**config.mk**
```make
export PLATFORM = sky130hd
export DESIGN_NAME = chgw_queue
export DESIGN_NICKNAME = d
export VERILOG_FILES = /design/src/chgw_pkg.sv /design/src/chgw_queue.sv
export SDC_FILE = /design/constraint.sdc
export NUM_CORES = 1
export LEC_CHECK = 0
export ABC_AREA = 1
export BUFFER_PORTS_ARGS = -buffer_cell sky130_fd_sc_hd__buf_4
export CORE_AREA = 2 2 43 45
export CTS_CLUSTER_SIZE = 24
export DETAILED_ROUTE_END_ITERATION = 7
export DIE_AREA = 0 0 45 47
export GPL_TIMING_DRIVEN = 0
export PLACE_DENSITY = 0.81
export SLEW_MARGIN = 20
export SYNTH_ARGS = -nofsm -noshare
export SYNTH_HDL_FRONTEND = slang
export SYNTH_SLANG_ARGS = --single-unit
```
**constraint.sdc**
```tcl
create_clock -name clk_i -period 2.9 [get_ports clk_i]
set_input_delay 0.145 -clock clk_i [delete_from_list [all_inputs] [get_ports clk_i]]
set_output_delay 0.145 -clock clk_i [all_outputs]
set_load 0.03 [all_outputs]
```
**src/chgw_pkg.sv**
```systemverilog
// shared constants and types of the gift-wrapping convex hull block
package chgw_pkg;

  localparam int MAX_POINTS_DEF = 64;
  localparam int COORD_BITS_DEF = 16;
  localparam int IDX_BITS       = 6;
  localparam int QUEUE_DEPTH    = 2;

  typedef struct packed {
    logic busy;
    logic done;
  } back_status_t;

endpackage

```
**src/chgw_queue.sv**
```systemverilog
// short job queue between the load front end and the hull back end
module chgw_queue #(
  parameter int WIDTH = 8,
  parameter int DEPTH = chgw_pkg::QUEUE_DEPTH
) (
  input  logic             clk_i,
  input  logic             rst_ni,
  input  logic             push_i,
  input  logic [WIDTH-1:0] data_i,
  input  logic             pop_i,
  output logic [WIDTH-1:0] data_o,
  output logic             full_o,
  output logic             empty_o
);
  import chgw_pkg::*;

  localparam int PW = (DEPTH > 1) ? $clog2(DEPTH) : 1;
  localparam int NW = $clog2(DEPTH + 1);

  logic [WIDTH-1:0] slots_q [DEPTH];
  logic [PW-1:0]    wr_ptr_q;
  logic [PW-1:0]    rd_ptr_q;
  logic [NW-1:0]    level_q;
  logic             do_push;
  logic             do_pop;

  assign full_o  = level_q == NW'(DEPTH);
  assign empty_o = level_q == '0;
  assign do_push = push_i && !full_o;
  assign do_pop  = pop_i && !empty_o;
  assign data_o  = slots_q[rd_ptr_q];

  always_ff @(posedge clk_i) begin
    if (do_push) slots_q[wr_ptr_q] <= data_i;
  end

  always_ff @(posedge clk_i or negedge rst_ni) begin
    if (!rst_ni) begin
      wr_ptr_q <= '0;
      rd_ptr_q <= '0;
      level_q  <= '0;
    end else begin
      if (do_push) wr_ptr_q <= (wr_ptr_q == PW'(DEPTH - 1)) ? '0 : wr_ptr_q + 1'b1;
      if (do_pop) rd_ptr_q <= (rd_ptr_q == PW'(DEPTH - 1)) ? '0 : rd_ptr_q + 1'b1;
      if (do_push && !do_pop) level_q <= level_q + 1'b1;
      else if (do_pop && !do_push) level_q <= level_q - 1'b1;
    end
  end

endmodule

```
# Word-level counts from Yosys, hierarchy flattened
# Memory sizes are Yosys's and may differ from the RTL's.
# Cells that the tools add are included.
dict set report word_totals {
  in_bits 12
  output_inout_bits 10
  mem_bits_ro 0
  mem_count 1
  mem_bits_rw 16
  wordCells 25
  latchBits 0
  regBits 4
}
dict set report op_classes {
  div_mod_pow 0
  n_eq_ne 1
  n_reduce_logical 10
  mux 6
  bitwise_logic 0
  magnitude_cmp 0
  shift 0
  multipliers 0
  add_sub_neg 4
}
# memory words width read_ports rd_clocked_by_memory_dff wr line_no
set memory_table {}
lappend memory_table {slots_q 2 8 1 0 1 chgw_queue.sv:20} ;# logic [WIDTH-1:0] slots_q [DEPTH];
# op n
set ops {}
lappend ops {{$logic_and A1 B1 Y1} 4}
lappend ops {{$logic_not A1 Y1} 4}
lappend ops {{$mux W1} 4}
lappend ops {{$mux W2} 2}
lappend ops {{$add A1 B1 Y1 const B} 2}
lappend ops {{$add A2 B1 Y2 const B} 1}
lappend ops {{$eq A2 B2 Y1 const B} 1}
lappend ops {{$logic_not A2 Y1} 1}
lappend ops {{$reduce_bool A2 Y1} 1}
lappend ops {{$sub A2 B1 Y2 const B} 1}

# Depth between registers and ports, before layout
dict set report logic_depth {
  depth_word 7
  mapped_depth 9
  mapped_depth_nobuf 9
}

# Worst setup path before layout
# Ideal clock, no wire load.
dict set report synth_timing {
  path_kind {register -> register}
  start {register level_q[0]}
  end {register level_q[1]}
  setup_slack_ns 1.421
  synth_period_minus_slack_ns 1.479
  stages_incl_launch_ff 8
  t_arrival_ns 1.362
  n_path_buf 0
  path_cell_list {dfrtp_1 > nor2_2 > nor2_2 > ha_1 > inv_1 > nand3_1 > nand2_1 > nand2_1}
}
dict set report synth_via {
  elab_chain_len 6
  elab_cells_between_ends 15
  cone_classes {add/sub (2); eq/ne (1); mux (2); reduce/logical (10)}
}
# element line_no
set synth_lines {}
lappend synth_lines {{start, declared} chgw_queue.sv:23} ;# logic [NW-1:0] level_q;
lappend synth_lines {{start signal, assigned} chgw_queue.sv:45} ;# if (do_push && !do_pop) level_q <= level_q + 1'b1;
lappend synth_lines {{start signal, assigned} chgw_queue.sv:46} ;# else if (do_pop && !do_push) level_q <= level_q - 1'b1;
lappend synth_lines {{$eq A2 B2 Y1 *} chgw_queue.sv:27} ;# assign full_o = level_q == NW'(DEPTH);
lappend synth_lines {{via full_o} chgw_queue.sv:12} ;# output logic full_o,
lappend synth_lines {{$logic_not A1 Y1 *} chgw_queue.sv:29} ;# assign do_push = push_i && !full_o;
lappend synth_lines {{$logic_and A1 B1 Y1 *} chgw_queue.sv:29}
lappend synth_lines {{$logic_not A1 Y1} chgw_queue.sv:46}
lappend synth_lines {{$logic_and A1 B1 Y1} chgw_queue.sv:46}
lappend synth_lines {{$reduce_bool A2 Y1 (no source line)} --}
# Mark *: on every way through the listed nets, which the timed path passes. The rest lies on a longest branch. The select of a mux whose other input is x is not followed.
# A chain may end at the register's enable or synchronous reset.

# Worst setup path in the final report
dict set report layout_timing {
  start {register level_q[0]}
  end {memory slots_q[1][6], enable pin}
}
dict set report layout_via {
  elab_chain_len 5
}
# element line_no
set layout_lines {}
lappend layout_lines {{$eq A2 B2 Y1} chgw_queue.sv:27}
lappend layout_lines {{$logic_not A1 Y1} chgw_queue.sv:29}
lappend layout_lines {{$logic_and A1 B1 Y1} chgw_queue.sv:29}
lappend layout_lines {{$mux W1} chgw_queue.sv:34} ;# if (do_push) slots_q[wr_ptr_q] <= data_i;
lappend layout_lines {{$mux W1 (not written as such)} chgw_queue.sv:34}
lappend layout_lines {{end, declared} chgw_queue.sv:20}
# Every way passes these cells.

==> impl_summary.txt <==
----------------------------------------------------
[Status]
  Run status ... finished clean

[Global routing]
  Wire length of the first global-routing pass ... 2352 um
  Grt ovf ... 0
  Global-route usage over all layers ... 0.1609
  Largest net degree at the start of global routing ... 12
  Initial antenna violation count ... 0
  Number of global-route vias before repair ... 542

[Pwr]
  Comb power frac ... 0.480
  Power Density ... around 1100 mW/mm^2
  Maximum resistive drop on vdd ... roughly 0.65 mV
  Cell-internal power ... 626.7 uW
  Leak Pwr ... 0.0004847 uW
  Fraction of power consumed by the clock network ... 0.118
  Sequential fraction of design power ... 0.402
  Fraction of power spent switching nets ... 0.4246
  Power spent charging and discharging nets ... 462.5 uW

[Setup path]
  R2R setup slack ... 1.34 ns
  Worst reg2reg startpoint ... level_q[0]$_DFFE_PN0P_
  Signal arrival time at the worst endpoint ... between 1 and 1.5 ns
  Reg2reg end ... slots_q[1][6]$_DFFE_PP_
  Data required time of the worst path ... about 2.8 ns
  Slowest stage cell, crit path ... sky130_fd_sc_hd__nor2_1
  Maximum fanout encountered on the critical timing path ... 8
  Category of the worst setup path launch point ... flop
  Critical path, cell by cell ... o21ai_0 -> nor2_1
  Endpoint type of the worst setup path ... flop
  Max incr delay on CP ... 0.54 ns
  Crit path kind ... reg -> reg
  Worst R2R Path Depth ... 2

[STA]
  Clk_skew ... between 0.008 and 0.009 ns
  Setup-failing EPs final ... 0
  Setup repair after global routing missed its margin ... false
  Final max-slew violation count ... 0
  Final hold violations ... 0
  Min Clock Period, post-route ... roughly 1.6 ns
  Relative slew slack ... 0.5476
  Share of the cycle needed by the critical path after routing ... 0.5395
  Fmax ... 0.6392 GHz
  Total negative setup slack ... 0 ns
  Setup slack of the critical path after layout ... around 1.3 ns
  Worst slew pin tran ... a little under 0.7 ns

[Detailed routing]
  Routed wire length ... between 1000 and 1500 um
  WL met1 ... a little over 600 um
  Met2 Routed Length ... 792 um
  Post-route DRC ... 0
  Antenna-violating nets left ... 0
  Routed wirelength normalized by instance count ... 12.87 um
  Sum of met3 wire segment lengths after detailed routing ... 63 um
  Via/cell ratio ... 4.819
  Via total after detailed routing ... 559
  Top sig layer ... met4
  First-iteration detailed-routing DRC count ... 3
  Number of search-and-repair iterations in the first detailed-routing pass ... 3

[Place]
  Global placer's final weighted congestion ... between 0.7 and 0.8
  Place WS ... about 1.3 ns
  Count of buffers from port buffering ... 21
  DPL Wire Length ... around 1100 um

[Clock network]
  Number of sinks driven by the clock tree ... 20
  CTS tree ... built
  Cell at the root of the clock tree ... sky130_fd_sc_hd__clkbuf_4
  Later-pin clock latency in the skew report ... a little under 0.3 ns
  Number of buffers added by the clock tree synthesis step ... 3
  Post_cts resized ... 0
  CTS HTree Levels ... 1
  Post-CTS Repair Setup Buffers ... 0
  Clock transition at path regs ... between 0.1 and 0.15 ns
  Max clock buf depth ... 2

[Die]
  Initial Utilization ... 0.4902
  Die width ... about 45 um
  Core Footprint ... roughly 0.0017 mm^2
  Overall die area ... between 0.002 and 0.0025 mm^2
  Placement Rows ... 15
  Die boundary height ... around 47 um
  Ports placed on the boundary ... 22

[Min path]
  Worst Hold Path Cells ... 1
  Hold Path Sink ... slots_q[1][3]$_DFFE_PP_
  Classification of the worst-slack hold path ... in -> reg
  Launch instance of the worst min-delay path ... data_i[3]

[Synthesis]
  Synth Net Count ... between 80 and 90
  Most instantiated flip-flop cell in the synthesis netlist ... sky130_fd_sc_hd__edfxtp_1
  Flip-flop and latch count after synthesis ... 20
  Number of distinct library cell variants in the gate-level netlist after synthesis ... 14
  Netlist area before placement ... 809.5 um^2
  Instance count of the mapped netlist ... 73
  Cell types with the highest counts after synthesis ... sky130_fd_sc_hd__nand2_1, sky130_fd_sc_hd__edfxtp_1, sky130_fd_sc_hd__inv_1
  Most used standard cell by instance count after synthesis ... sky130_fd_sc_hd__nand2_1
  Synthesis warning total ... 0
  Portion of synthesized cell area occupied by the leading cell type ... 0.5935
  Post-Synthesis Mean Instance Area ... between 10 and 15 um^2
  Number of enable-type register cells in the synthesized netlist ... 16
  Sequential element share of the synthesized area ... 0.7172
  Biggest area consumer among synthesized cells ... sky130_fd_sc_hd__edfxtp_1
  Async S/R FF share, synth ... 0.2000
  Top area cells in the synthesized netlist ... sky130_fd_sc_hd__edfxtp_1, sky130_fd_sc_hd__nand2_1, sky130_fd_sc_hd__dfrtp_1

[Layout]
  Post-synthesis to final-layout area growth ... 26.58%
  Antenna diode count ... 0
  Post-Route Utilization ... 0.6205
  Layout cells sized above 1 ... 0.2828
  Number of nets in the final layout ... around 110
  Count of fill cells added during filler insertion ... ~140

[Run]
  Number of max-capacitance violations reported ... 0

----------------------------------------------------
-- stage by stage --
| stage | hold WS [ns] | cells | total power, uW | cell area (um^2) |
|---|---|---|---|---|
| 6_report | 0.03126 | 116 | 1089 | 1025 |
| 3_3_place_gp | -0.05815 | 111 | 947.6 | 988.4 |
| 4_1_cts | 0.02875 | 116 | 1101 | 1025 |
| 3_5_place_dp | -0.05664 | 111 | 974.3 | 988.4 |
| 2_1_floorplan | -0.1506 | 73 | 785.7 | 809.5 |
| 5_1_grt | 0.01463 | 116 | 1167 | 1025 |
-- power groups by stage --
stage	Clock (uW)	Combinational, uW	Sequential [uW]
after CTS	132	531	439
after floorplan	0	353	433
final	128	523	438
after global routing	145	575	446
after detailed placement	0	530	444
after global placement	0	509	438
-- state kept, by name, summed over array words and instances, names as in the netlist --
name      cells
slots_q      16
level_q       2
wr_ptr_q      1
rd_ptr_q      1
-- layout by cell type, fill, tap and decap left out, drive strengths merged --
master and count:
edfxtp 16, ha 1, nand3b 1, clkinv 1, nand4 1, nor2 4
nand3 1, dlygate4sd3 1, clkbuf 3, nand2 33, o21ai 2, xnor2 1
dfrtp 4, buf 22, inv 8
-- how the worst max path moves through the flow --
| stage | to | cells past startpoint | from |
|---|---|---|---|
| 6_report | slots_q[1][6]$_DFFE_PP_ | 2 | level_q[0]$_DFFE_PN0P_ |
| 5_1_grt | slots_q[1][7]$_DFFE_PP_ | 2 | level_q[0]$_DFFE_PN0P_ |
| 4_1_cts | slots_q[1][4]$_DFFE_PP_ | 2 | level_q[0]$_DFFE_PN0P_ |
| 3_5_place_dp | slots_q[1][4]$_DFFE_PP_ | 2 | level_q[0]$_DFFE_PN0P_ |
| 3_3_place_gp | slots_q[1][4]$_DFFE_PP_ | 3 | level_q[1]$_DFFE_PN0P_ |
| 2_1_floorplan | level_q[1]$_DFFE_PN0P_ | 7 | level_q[0]$_DFFE_PN0P_ |
-- area by class of cell --
cell class / instances / area [um^2] / area share
sequential: 20 / 580.6 / 0.5665
multi-input combinational: 44 / 193.9 / 0.1893
timing repair buffer: 22 / 167.7 / 0.1636
inverter: 8 / 30.03 / 0.02930
clock buffer: 3 / 22.52 / 0.02198
tap: 17 / 21.27 / 0.02076
buffer: 1 / 5.005 / 0.004884
clock inverter: 1 / 3.754 / 0.003663
-- what timing repair did --
| action | CTS | global route |
|---|---|---|
| endpoints found under the setup margin | 0 | 0 |
| hold buffers | 1 | 0 |
| endpoints found under the hold margin | 4 | 0 |
-- cells by family (layout without fill, tap and decap cells) --
family | count (synthesis) | in the layout | synth area share
simple gates | 40 | 40 | 0.2009
flops | 20 | 20 | 0.7172
buf+inv | 9 | 35 | 0.04327
compound gates | 2 | 2 | 0.01237
fa+ha+maj | 1 | 1 | 0.01545
xor+xnor | 1 | 1 | 0.01082
-- layer usage --
metal	vias to the layer above	GRT usage
met2	16	0.3057
li1	287	-
met4	0	0.05294
met5	-	0
met3	2	0.02692
met1	254	0.1834
-- worst max-delay path: cells and delay by family, from the launching register on --
kind	cells	cell delay [ns]
flops	1	0.50
simple gates	1	0.54
compound gates	1	0.16
(Power assumes the default switching activity.)
