### config.mk
export PLATFORM = sky130hd
export DESIGN_NAME = chgw_front_flat
export DESIGN_NICKNAME = d
export VERILOG_FILES = /design/src/chgw_pkg.sv /design/src/chgw_if.sv /design/src/chgw_front.sv /design/src/flat_wrapper.sv
export SDC_FILE = /design/constraint.sdc
export NUM_CORES = 1
export LEC_CHECK = 0
export BUFFER_PORTS_ARGS = -buffer_cell sky130_fd_sc_hd__buf_4
export CAP_MARGIN = 30
export CORE_ASPECT_RATIO = 1.2
export CORE_MARGIN = 5
export CORE_UTILIZATION = 52
export CTS_BUF_LIST = sky130_fd_sc_hd__clkbuf_8 sky130_fd_sc_hd__clkbuf_16
export DETAILED_ROUTE_END_ITERATION = 16
export PLACE_DENSITY = 0.9
export SKIP_CTS_REPAIR_TIMING = 1
export SYNTH_ARGS = -nofsm -noshare
export SYNTH_HDL_FRONTEND = slang
export SYNTH_SLANG_ARGS = --single-unit
### constraint.sdc
create_clock -name clk_i -period 7.5 [get_ports clk_i]
set_clock_uncertainty 0.05 [all_clocks]
set_input_delay 1.125 -clock clk_i [delete_from_list [all_inputs] [get_ports clk_i]]
set_output_delay 1.125 -clock clk_i [all_outputs]
set_load 0.005 [all_outputs]
### src/chgw_pkg.sv
// shared constants and types of the gift-wrapping convex hull block
package chgw_pkg;

  localparam int MAX_POINTS_DEF = 64;
  localparam int COORD_BITS_DEF = 16;
  localparam int IDX_BITS       = 6;
  localparam int QUEUE_DEPTH    = 2;

  typedef struct packed {
    logic busy;
    logic done;
  } back_status_t;

endpackage

### src/chgw_if.sv
// point and hull vertex channel interfaces
interface chgw_pt_if #(
  parameter int COORD_BITS = chgw_pkg::COORD_BITS_DEF
);
  logic                         valid;
  logic                         ready;
  logic signed [COORD_BITS-1:0] x_coord;
  logic signed [COORD_BITS-1:0] y_coord;
  logic                         final_point;

  modport source (output valid, output x_coord, output y_coord, output final_point,
                  input ready);
  modport sink (input valid, input x_coord, input y_coord, input final_point,
                output ready);
endinterface


### src/chgw_front.sv
// front end: point load, store write, start vertex tracking, job issue
module chgw_front #(
  parameter int MAX_POINTS = chgw_pkg::MAX_POINTS_DEF,
  parameter int COORD_BITS = chgw_pkg::COORD_BITS_DEF
) (
  input  logic                                   clk_i,
  input  logic                                   rst_ni,
  chgw_pt_if.sink                                pt_i,
  input  chgw_pkg::back_status_t                 status_i,
  input  logic                                   q_full_i,
  output logic                                   wr_en_o,
  output logic [$clog2(MAX_POINTS)-1:0]          wr_addr_o,
  output logic signed [COORD_BITS-1:0]           wr_x_o,
  output logic signed [COORD_BITS-1:0]           wr_y_o,
  output logic                                   push_o,
  output logic [$clog2(MAX_POINTS+1)+$clog2(MAX_POINTS):0] job_o
);
  import chgw_pkg::*;

  localparam int AW = $clog2(MAX_POINTS);
  localparam int CW = $clog2(MAX_POINTS + 1);

  logic [CW-1:0]                count_q;
  logic [AW-1:0]                start_q;
  logic signed [COORD_BITS-1:0] max_x_q;
  logic                         drop_q;
  logic                         hold_q;

  logic          accept;
  logic          room;
  logic          new_max;
  logic [CW-1:0] n_next;
  logic [AW-1:0] start_next;
  logic          drop_next;

  assign pt_i.ready = !hold_q && !q_full_i;
  assign accept     = pt_i.valid && pt_i.ready;
  assign room       = count_q < CW'(MAX_POINTS);
  assign new_max    = (count_q == '0) || (pt_i.x_coord > max_x_q);
  assign n_next     = room ? count_q + 1'b1 : count_q;
  assign start_next = (room && new_max) ? count_q[AW-1:0] : start_q;
  assign drop_next  = drop_q || !room;

  assign wr_en_o   = accept && room;
  assign wr_addr_o = count_q[AW-1:0];
  assign wr_x_o    = pt_i.x_coord;
  assign wr_y_o    = pt_i.y_coord;
  assign push_o    = accept && pt_i.final_point;
  assign job_o     = {n_next, start_next, drop_next};

  always_ff @(posedge clk_i or negedge rst_ni) begin
    if (!rst_ni) begin
      count_q <= '0;
      start_q <= '0;
      max_x_q <= '0;
      drop_q  <= 1'b0;
      hold_q  <= 1'b0;
    end else begin
      if (status_i.done) hold_q <= 1'b0;
      if (accept) begin
        if (pt_i.final_point) begin
          count_q <= '0;
          drop_q  <= 1'b0;
          hold_q  <= 1'b1;
        end else begin
          count_q <= n_next;
          start_q <= start_next;
          drop_q  <= drop_next;
        end
        if (room && new_max) max_x_q <= pt_i.x_coord;
      end
    end
  end

endmodule

### src/flat_wrapper.sv
// flat-port wrapper written by rule: the top's interface ports become plain ports
module chgw_front_flat import chgw_pkg::*;
#(
  parameter int MAX_POINTS = chgw_pkg::MAX_POINTS_DEF,
  parameter int COORD_BITS = chgw_pkg::COORD_BITS_DEF
)
  (clk_i, rst_ni, status_i, q_full_i, wr_en_o, wr_addr_o, wr_x_o, wr_y_o, push_o, job_o, pt_i_valid, pt_i_x_coord, pt_i_y_coord, pt_i_final_point, pt_i_ready);
  chgw_pt_if #(.COORD_BITS(COORD_BITS)) pt_i_i ();
  input  logic clk_i;
  input  logic rst_ni;
  input  chgw_pkg::back_status_t status_i;
  input  logic q_full_i;
  output logic wr_en_o;
  output logic [$clog2(MAX_POINTS)-1:0] wr_addr_o;
  output logic signed [COORD_BITS-1:0] wr_x_o;
  output logic signed [COORD_BITS-1:0] wr_y_o;
  output logic push_o;
  output logic [$clog2(MAX_POINTS+1)+$clog2(MAX_POINTS):0] job_o;
  input wire logic [$bits(pt_i_i.valid)-1:0] pt_i_valid;
  input wire logic [$bits(pt_i_i.x_coord)-1:0] pt_i_x_coord;
  input wire logic [$bits(pt_i_i.y_coord)-1:0] pt_i_y_coord;
  input wire logic [$bits(pt_i_i.final_point)-1:0] pt_i_final_point;
  output wire logic [$bits(pt_i_i.ready)-1:0] pt_i_ready;
  assign pt_i_i.valid = pt_i_valid;
  assign pt_i_i.x_coord = pt_i_x_coord;
  assign pt_i_i.y_coord = pt_i_y_coord;
  assign pt_i_i.final_point = pt_i_final_point;
  assign pt_i_ready = pt_i_i.ready;
  chgw_front #(.MAX_POINTS(MAX_POINTS), .COORD_BITS(COORD_BITS)) u_core (.clk_i(clk_i), .rst_ni(rst_ni), .pt_i(pt_i_i), .status_i(status_i), .q_full_i(q_full_i), .wr_en_o(wr_en_o), .wr_addr_o(wr_addr_o), .wr_x_o(wr_x_o), .wr_y_o(wr_y_o), .push_o(push_o), .job_o(job_o));
endmodule
== Word level (Yosys, flattened, before mapping) ==
Cells that the tools add are included.

* Bits in registers: 31
* Memory bits (writable): 0
* Bits in read-only memories: 0
* Memories: 0
* Word-level logic and storage cells: 29
* Input port bits: 39
* Bits in latches: 0
* Output and inout port bits: 55

* Div/mod/pow operators: 0
* Shifts and indexed selects: 0
* Multipliers: 0
* Reduce and logical (&&, ||, !) cells: 13
* Order comparisons: 2
* Equal/unequal tests: 0
* Muxes and demuxes: 7
* $add $sub $neg: 1
* Bitwise gates (word level): 1

{| class="wikitable"
|+ Operator list
! kind !! count
|-
| > comparator 16 bit || 1
|-
| 2-to-1 mux 7 bit || 2
|-
| adder 7 x 1 -> 7 bit (second input constant) || 1
|-
| zero test 7 bit || 1
|-
| less-than comparator 7 bit (second input constant) || 1
|-
| 2-to-1 mux 6 bit || 1
|-
| logical AND 1 bit || 5
|-
| 2-to-1 mux 1 bit || 4
|-
| AND reduction 2 bit || 2
|-
| zero test 1 bit || 3
|-
| logical OR 1 bit || 2
|-
| NOT 1 bit || 1
|}

== Depth between registers and ports, before layout ==
Gate-level depths: netlist (run 1).

* Depth in word-level cells: 4
* Gate-level depth with buffers: 9
* Gate-level depth less buffers: 8

== Worst setup path before layout (run 1) ==
No wires, ideal clock.

* Path type: in2out
* Start point: input port pt_i_x_coord[15]
* End point: output port job_o[1]
* Stages: 7
* Buffers on the path: 0
* Arrival time: 3.128 ns
* Data required time: 6.325 ns
* Slack: 3.197 ns
* Path through: ha_1 > nand4_2 > or4_4 > a21oi_2 > o32ai_2 > a21oi_1 > mux2_2

* Word-level cells in the longest chain between the ends: 4

{| class="wikitable"
|+ Ends and longest elaborated chain
! what !! line !! source
|-
| start, declared || flat_wrapper.sv:20 || <nowiki>input wire logic [$bits(pt_i_i.x_coord)-1:0] pt_i_x_coord;</nowiki>
|-
| > comparator 16 bit || chgw_front.sv:39 || <nowiki>assign new_max = (count_q == '0) || (pt_i.x_coord > max_x_q);</nowiki>
|-
| logical OR 1 bit || chgw_front.sv:39 ||
|-
| logical AND 1 bit || chgw_front.sv:41 || <nowiki>assign start_next = (room && new_max) ? count_q[AW-1:0] : start_q;</nowiki>
|-
| 2-to-1 mux 6 bit || chgw_front.sv:41 ||
|-
| end, declared || flat_wrapper.sv:18 || <nowiki>output logic [$clog2(MAX_POINTS+1)+$clog2(MAX_POINTS):0] job_o;</nowiki>
|}

No other way between the ends.

== Final worst setup path (run 1) ==
* Start point: input port pt_i_x_coord[15]
* End point: output port job_o[3]

The elaborated chain is that of the path after synthesis.

==> results.sh, run 1 <==
export IMPL_status="finished, final reports clean"
export IMPL_p_comb_share_pct=42.8
export IMPL_h_tree_depth=2
export IMPL_hold_class="flop to flop"
export IMPL_cp_start_kind="input pin"
export IMPL_final_cells=291
export IMPL_path_clk_slew_ps=60
export IMPL_vias=1521
export IMPL_max_clock_freq_ghz=0.208
export IMPL_clkPwrFrac_pct=20.6
export IMPL_via_per_inst=5.23
export IMPL_dp_cells=283
export IMPL_gp_congestion=0.861
export IMPL_worstPathArrival_ps=3620
export IMPL_synthArstFlopShare_pct=100
export IMPL_crit_start="pt_i_x_coord[15]"
export IMPL_place_area_sq_um=2380
export IMPL_yosysTopAreaCell="dfrtp_1"
export IMPL_portBuffers=60
export IMPL_ys_seq_elements=31
export IMPL_die_area_sq_um=5620
export IMPL_grt_pass1_wl_um=6800
export IMPL_worst_pin_slew_ps=890
export IMPL_synth_top_area_share_pct=35.4
export IMPL_clockBufferDepth=2
export IMPL_layout_nets=293
export IMPL_rr_startpoint="u_core.max_x_q[15]$_DFFE_PN0P_"
export IMPL_hold_end="u_core.drop_q$_DFFE_PN0P_"
export IMPL_rsz0062_at_grt="no"
export IMPL_drtPass1Iterations=4
export IMPL_cp_max_fo=6
export IMPL_cts_buffers_inserted=5
export IMPL_report_final_hold_viol_count=0
export IMPL_post_place_ws_ps=2660
export IMPL_layout_drive_gt1_share_pct=43.9
export IMPL_path_class="input pin to output port"
export IMPL_grt_pass1_vias=1520
export IMPL_setup_viol=0
export IMPL_cts_root_buf="clkbuf_8"
export IMPL_wl_per_cell_um=13.8
export IMPL_antenna_cells=0
export IMPL_drv_slew=0
export IMPL_reg2reg_slack_ps=4480
export IMPL_hold_depth=2
export IMPL_avgSynthCellArea_sq_um=10.3
export IMPL_path_buf_inv=2
export IMPL_required_ps=6320
export IMPL_netSwitchingPower_uw=226
export IMPL_design_area_sq_um=2480
export IMPL_post_dp_hpwl_um=3120
export IMPL_swShare_pct=32.8
export IMPL_area_growth_pct=13.3
export IMPL_die_h_um=81.1
export IMPL_finalCritPeriodShare_pct=64.0
export IMPL_dieWidth_um=69.3
export IMPL_cts_tree="built"
export IMPL_grt_ovfl_total=0
export IMPL_r2r_cells=8
export IMPL_seqCellArea_sq_um=776
export IMPL_finalSetupTns_ps=0
export IMPL_critPathTopFamily="compound AO/OA/AOI/OAI gates"
export IMPL_multiInputGateArea_sq_um=1010
export IMPL_wl_um=4010
export IMPL_clkLatencyLatePin_ps=280
export IMPL_detail_route_antenna_nets=0
export IMPL_synthDistinctLibCells=37
export IMPL_crit_top_cell="buf_4"
export IMPL_synthTopCellsByArea="dfrtp_1, mux2_2, buf_4, ha_1, inv_1"
export IMPL_ys_seq_area_share_pct=35.4
export IMPL_finalWorstSetupSlack_ps=2700
export IMPL_rr_endpoint="u_core.max_x_q[13]$_DFFE_PN0P_"
export IMPL_synth_most_common_cell="buf_4"
export IMPL_synthTopCellsByCount="buf_4, dfrtp_1, mux2_2"
export IMPL_end_kind="output port"
export IMPL_power_leakage_nw=1.28
export IMPL_fp_row_count=25
export IMPL_worstPathCellList="buf_4, ha_1, nand4_2, or4_4, a21oi_2, o32ai_2, a21oi_1, mux2_2, buf_4"
export IMPL_fillCellCount=341
export IMPL_antenna_found_initial=0
export IMPL_cts_sinks=31
export IMPL_slowest_delay_ps=570
export IMPL_syn_cell_area_sq_um=2190
export IMPL_ir_worst_vdd_uv=161
export IMPL_drcViolationCount=0
export IMPL_initial_core_util_pct=54.7
export IMPL_hp_start="u_core.drop_q$_DFFE_PN0P_"
export IMPL_syn_inst=212
export IMPL_internal_power_uw=463
export IMPL_yosysWarnings=0
export IMPL_slew_headroom_pct=40.3
export IMPL_core_area_sq_um=4000
export IMPL_max_cap_violations=0
export IMPL_ys_dominant_reg_cell="dfrtp_1"
export IMPL_synth_nets=269
export IMPL_grt_max_degree=32
export IMPL_worst_path_max_delay_cell="or4_4"
export IMPL_power_frac_seq_pct=36.7
export IMPL_grt_use_total_pct=15.2
export IMPL_first_iter_violations=38
export IMPL_io_pins=94
export IMPL_p_total_uw=690
export IMPL_period_needed_ps=4800
export IMPL_powerDensity_nw_per_um2=278
export IMPL_synth_edf_count=0
## power by group through the flow
stage | clock [mW] | combinational, mW | sequential, mW
global route | 0.154 | 0.339 | 0.260
finish | 0.142 | 0.295 | 0.253
floorplan | 0 | 0.235 | 0.247
global placement | 0 | 0.290 | 0.252
detailed placement | 0 | 0.300 | 0.256
CTS | 0.146 | 0.301 | 0.253
## cell type report
type | instances | share of cell area [%]
well taps | 54 | 2.72
multi-input cells | 117 | 40.7
clock buffers | 7 | 3.88
clock inverters | 1 | 0.151
inverters | 21 | 3.17
flip-flops and latches | 31 | 31.2
repair buffers | 60 | 18.1
## registers in the layout (all words and copies together), names as in the netlist
| register | cells |
|---|---|
| u_core.hold_q | 1 |
| u_core.count_q | 7 |
| u_core.drop_q | 1 |
| u_core.max_x_q | 16 |
| u_core.start_q | 6 |
## metal layers
metal  up-vias  share of wire, %  track usage (%)
li1        732                 -                -
met4         0               1.3             5.47
met2        60                48             25.7
met5         -                 0                0
met3         6               9.4             6.68
met1       723                41             17.1
## kinds of logic after synthesis
logic type / count (synthesis) / share of synthesized area, %
DFF: 31 / 35.4
adders and majority gates: 18 / 10.3
muxes: 29 / 14.9
xor gates and xnor gates: 5 / 2.00
and+or+nand+nor: 37 / 8.62
AOI/OAI and AO/OA: 28 / 10.3
buffers and inverters: 64 / 18.5
## through the flow
stage | utilization (%) | hold slack, ps
6_report | 62.0 | 451
4_1_cts | 62.0 | 452
3_5_place_dp | 59.5 | 437
5_1_grt | 62.0 | 473
2_1_floorplan | - | 404
3_3_place_gp | 59.5 | 420
## how the worst max path moves through the flow
stage	endpoint	slack (ps)	depth (start not counted)
final	job_o[3]	2700	9
after global routing	job_o[4]	2500	9
after CTS	job_o[1]	2660	9
after detailed placement	job_o[1]	2660	9
after global placement	job_o[3]	2680	9
after floorplan	job_o[1]	3200	7
## placed cells by master (no fill, tap or decap), drive strengths merged
master / n
a32o: 1
o32ai: 1
nand2b: 1
a22oi: 1
ha: 18
a21boi: 1
buf: 60
xnor2: 4
and4: 1
nand4: 3
xor2: 1
mux2: 29
o21ai: 6
dfrtp: 31
nand2: 12
nor2b: 2
a21oi: 8
a22o: 2
nor3: 2
o211a: 1
nor4: 2
clkbuf: 7
nand3: 3
o22ai: 2
a31oi: 1
or4: 1
a21o: 1
o211ai: 1
nor2: 8
a2111oi: 1
or2: 1
and2: 1
o21bai: 1
inv: 22
## worst min-delay path: cells and delay by family (launching register included)
kind,cells,cell delay (ps)
and+or+nand+nor,1,80
AOI/OAI and AO/OA,1,40
DFF,1,340
Note: power is estimated with default switching activity, not from simulation.
==> inputs of run 2 (changes only) <==
--- a/config.mk
+++ b/config.mk
@@ -9,10 +9,10 @@
 export CAP_MARGIN = 30
 export CORE_ASPECT_RATIO = 1.2
 export CORE_MARGIN = 5
-export CORE_UTILIZATION = 52
+export CORE_UTILIZATION = 48
 export CTS_BUF_LIST = sky130_fd_sc_hd__clkbuf_8 sky130_fd_sc_hd__clkbuf_16
 export DETAILED_ROUTE_END_ITERATION = 16
-export PLACE_DENSITY = 0.9
+export PLACE_DENSITY = 0.84
 export SKIP_CTS_REPAIR_TIMING = 1
 export SYNTH_ARGS = -nofsm -noshare
 export SYNTH_HDL_FRONTEND = slang
==> constraint.sdc (replaced) <==
create_clock -name clk_i -period 4.9 [get_ports clk_i]
set_clock_uncertainty 0.05 [all_clocks]
set_input_delay 0.735 -clock clk_i [delete_from_list [all_inputs] [get_ports clk_i]]
set_output_delay 0.735 -clock clk_i [all_outputs]
set_load 0.005 [all_outputs]
==> run 2 against run 1 <==
  * First-iteration DRC count increased by 45%
  * Utilization decreased by 6.9 points
  * Setup slack got worse by 1900 ps
  * Critical path depth unchanged
  * Die area increased by 7.2%
  * Sequential share of layout area increased by 0.095 points
  * Register-to-register slack got worse by 2600 ps
  * Hold slack got worse by 120 ps
  * Final cell count increased by 1.0%
  * Combinational power increased by 53%
==> results.sh, run 2 (synthesis gave the netlist of run 1 again) <==
export IMPL_wl_um=4160
export IMPL_critPathTopFamily="compound AO/OA/AOI/OAI gates"
export IMPL_antenna_cells=0
export IMPL_grt_ovfl_total=0
export IMPL_io_pins=94
export IMPL_drv_slew=0
export IMPL_netSwitchingPower_uw=347
export IMPL_die_h_um=84.0
export IMPL_area_growth_pct=13.0
export IMPL_status="finished, final reports clean"
export IMPL_worstPathArrival_ps=3280
export IMPL_slew_headroom_pct=39.9
export IMPL_grt_use_total_pct=14.4
export IMPL_initial_core_util_pct=48.8
export IMPL_wl_per_cell_um=14.2
export IMPL_cp_max_fo=6
export IMPL_end_kind="output port"
export IMPL_path_class="input pin to output port"
export IMPL_fp_row_count=27
export IMPL_layout_cells_most_common_list="buf_4, dfrtp_1, mux2_2, inv_1, ha_1"
export IMPL_required_ps=4120
export IMPL_grt_max_degree=32
export IMPL_clkLatencyLatePin_ps=280
export IMPL_layout_commonest_cell="buf_4"
export IMPL_layout_nets=293
export IMPL_slowest_delay_ps=570
export IMPL_rsz0062_at_grt="no"
export IMPL_regMostFlops="u_core.max_x_q"
export IMPL_worstPathCellList="buf_4, ha_1, nand4_2, or4_4, a21oi_2, o32ai_2, a21oi_1, mux2_2, buf_4"
export IMPL_post_dp_hpwl_um=3230
export IMPL_layout_drive_gt1_share_pct=44.1
export IMPL_vias=1524
export IMPL_largest_reg_flops=16
export IMPL_power_leakage_nw=1.27
export IMPL_worst_pin_slew_ps=896
export IMPL_clkPwrFrac_pct=19.3
export IMPL_internal_power_uw=693
export IMPL_hold_class="input pin to asynchronous set/reset pin"
export IMPL_reg_top3="u_core.max_x_q (16), u_core.count_q (7), u_core.start_q (6)"
export IMPL_cts_tree="built"
export IMPL_cp_start_kind="input pin"
export IMPL_crit_top_cell="buf_4"
export IMPL_grt_pass1_wl_um=6790
export IMPL_p_total_mw=1.04
export IMPL_h_tree_depth=2
export IMPL_power_frac_seq_pct=37.3
export IMPL_worst_path_max_delay_cell="or4_4"
export IMPL_grt_pass1_vias=1512
export IMPL_max_cap_violations=0
export IMPL_powerDensity_nw_per_um2=420
export IMPL_antenna_found_initial=0
export IMPL_setup_viol=0
export IMPL_gp_congestion=0.861
export IMPL_finalSetupTns_ps=0
export IMPL_drtPass1Iterations=4
export IMPL_cts_root_buf="clkbuf_8"
export IMPL_via_per_inst=5.18
export IMPL_p_comb_share_pct=43.3
export IMPL_clockBufferDepth=2
export IMPL_ir_worst_vdd_uv=242
export IMPL_path_buf_inv=2
export IMPL_period_needed_ps=4070
export IMPL_report_final_hold_viol_count=0
export IMPL_portBuffers=60
export IMPL_max_clock_freq_ghz=0.246
export IMPL_finalCritPeriodShare_pct=83.0
export IMPL_die_area_sq_um=6020
export IMPL_cts_buffers_inserted=5
export IMPL_dieWidth_um=71.7
export IMPL_swShare_pct=33.4
export IMPL_detail_route_antenna_nets=0
export IMPL_cts_sinks=31
export IMPL_path_clk_slew_ps=70
export IMPL_drcViolationCount=0
export IMPL_first_iter_violations=55
export IMPL_core_area_sq_um=4490
run 2: through the flow:
stage	utilization, %	hold slack, ps	cells	cell area (sq um)	worst slack [ps]
CTS	55.1	340	294	2480	816
floorplan	-	389	212	2190	1380
finish	55.1	329	294	2480	835
detailed placement	53.2	425	287	2390	824
global placement	53.2	419	287	2390	861
global route	55.1	348	294	2480	705
run 2: layout make-up:
cell class | count | area (sq um)
Timing Repair Buffer | 60 | 450
Tap cell | 58 | 72.6
Clock buffer | 6 | 82.6
Inverter | 21 | 78.8
Fill cell | 423 | 2020
Sequential cell | 31 | 776
Multi-Input combinational cell | 117 | 1010
Clock inverter | 1 | 5.00
run 2: final timing paths:
check,slack [ps],depth (start not counted),startpoint,end
min,330,1,rst_ni,u_core.start_q[5]$_DFFE_PN0P_
max reg2reg,1860,8,u_core.max_x_q[15]$_DFFE_PN0P_,u_core.max_x_q[10]$_DFFE_PN0P_
min in group clk_i,440,2,u_core.drop_q$_DFFE_PN0P_,u_core.drop_q$_DFFE_PN0P_
min reg2reg,440,2,u_core.drop_q$_DFFE_PN0P_,u_core.drop_q$_DFFE_PN0P_
max,830,9,pt_i_x_coord[15],job_o[3]
max in group asynchronous,4170,1,rst_ni,u_core.max_x_q[3]$_DFFE_PN0P_
run 2: power groups by stage:
| stage | Sequential [mW] | Clock [mW] | Combinational, mW |
|---|---|---|---|
| floorplan | 0.378 | 0 | 0.359 |
| global placement | 0.386 | 0 | 0.445 |
| detailed placement | 0.394 | 0 | 0.457 |
| CTS | 0.389 | 0.210 | 0.459 |
| global route | 0.400 | 0.221 | 0.510 |
| finish | 0.388 | 0.201 | 0.451 |
run 2: metal layers:
metal,global-route usage [%],share of wire [%],up-vias
met2,23.8,50,56
met1,16.3,40,726
met5,0,0,-
li1,-,-,736
met3,6.14,9.2,6
met4,4.96,1.3,0
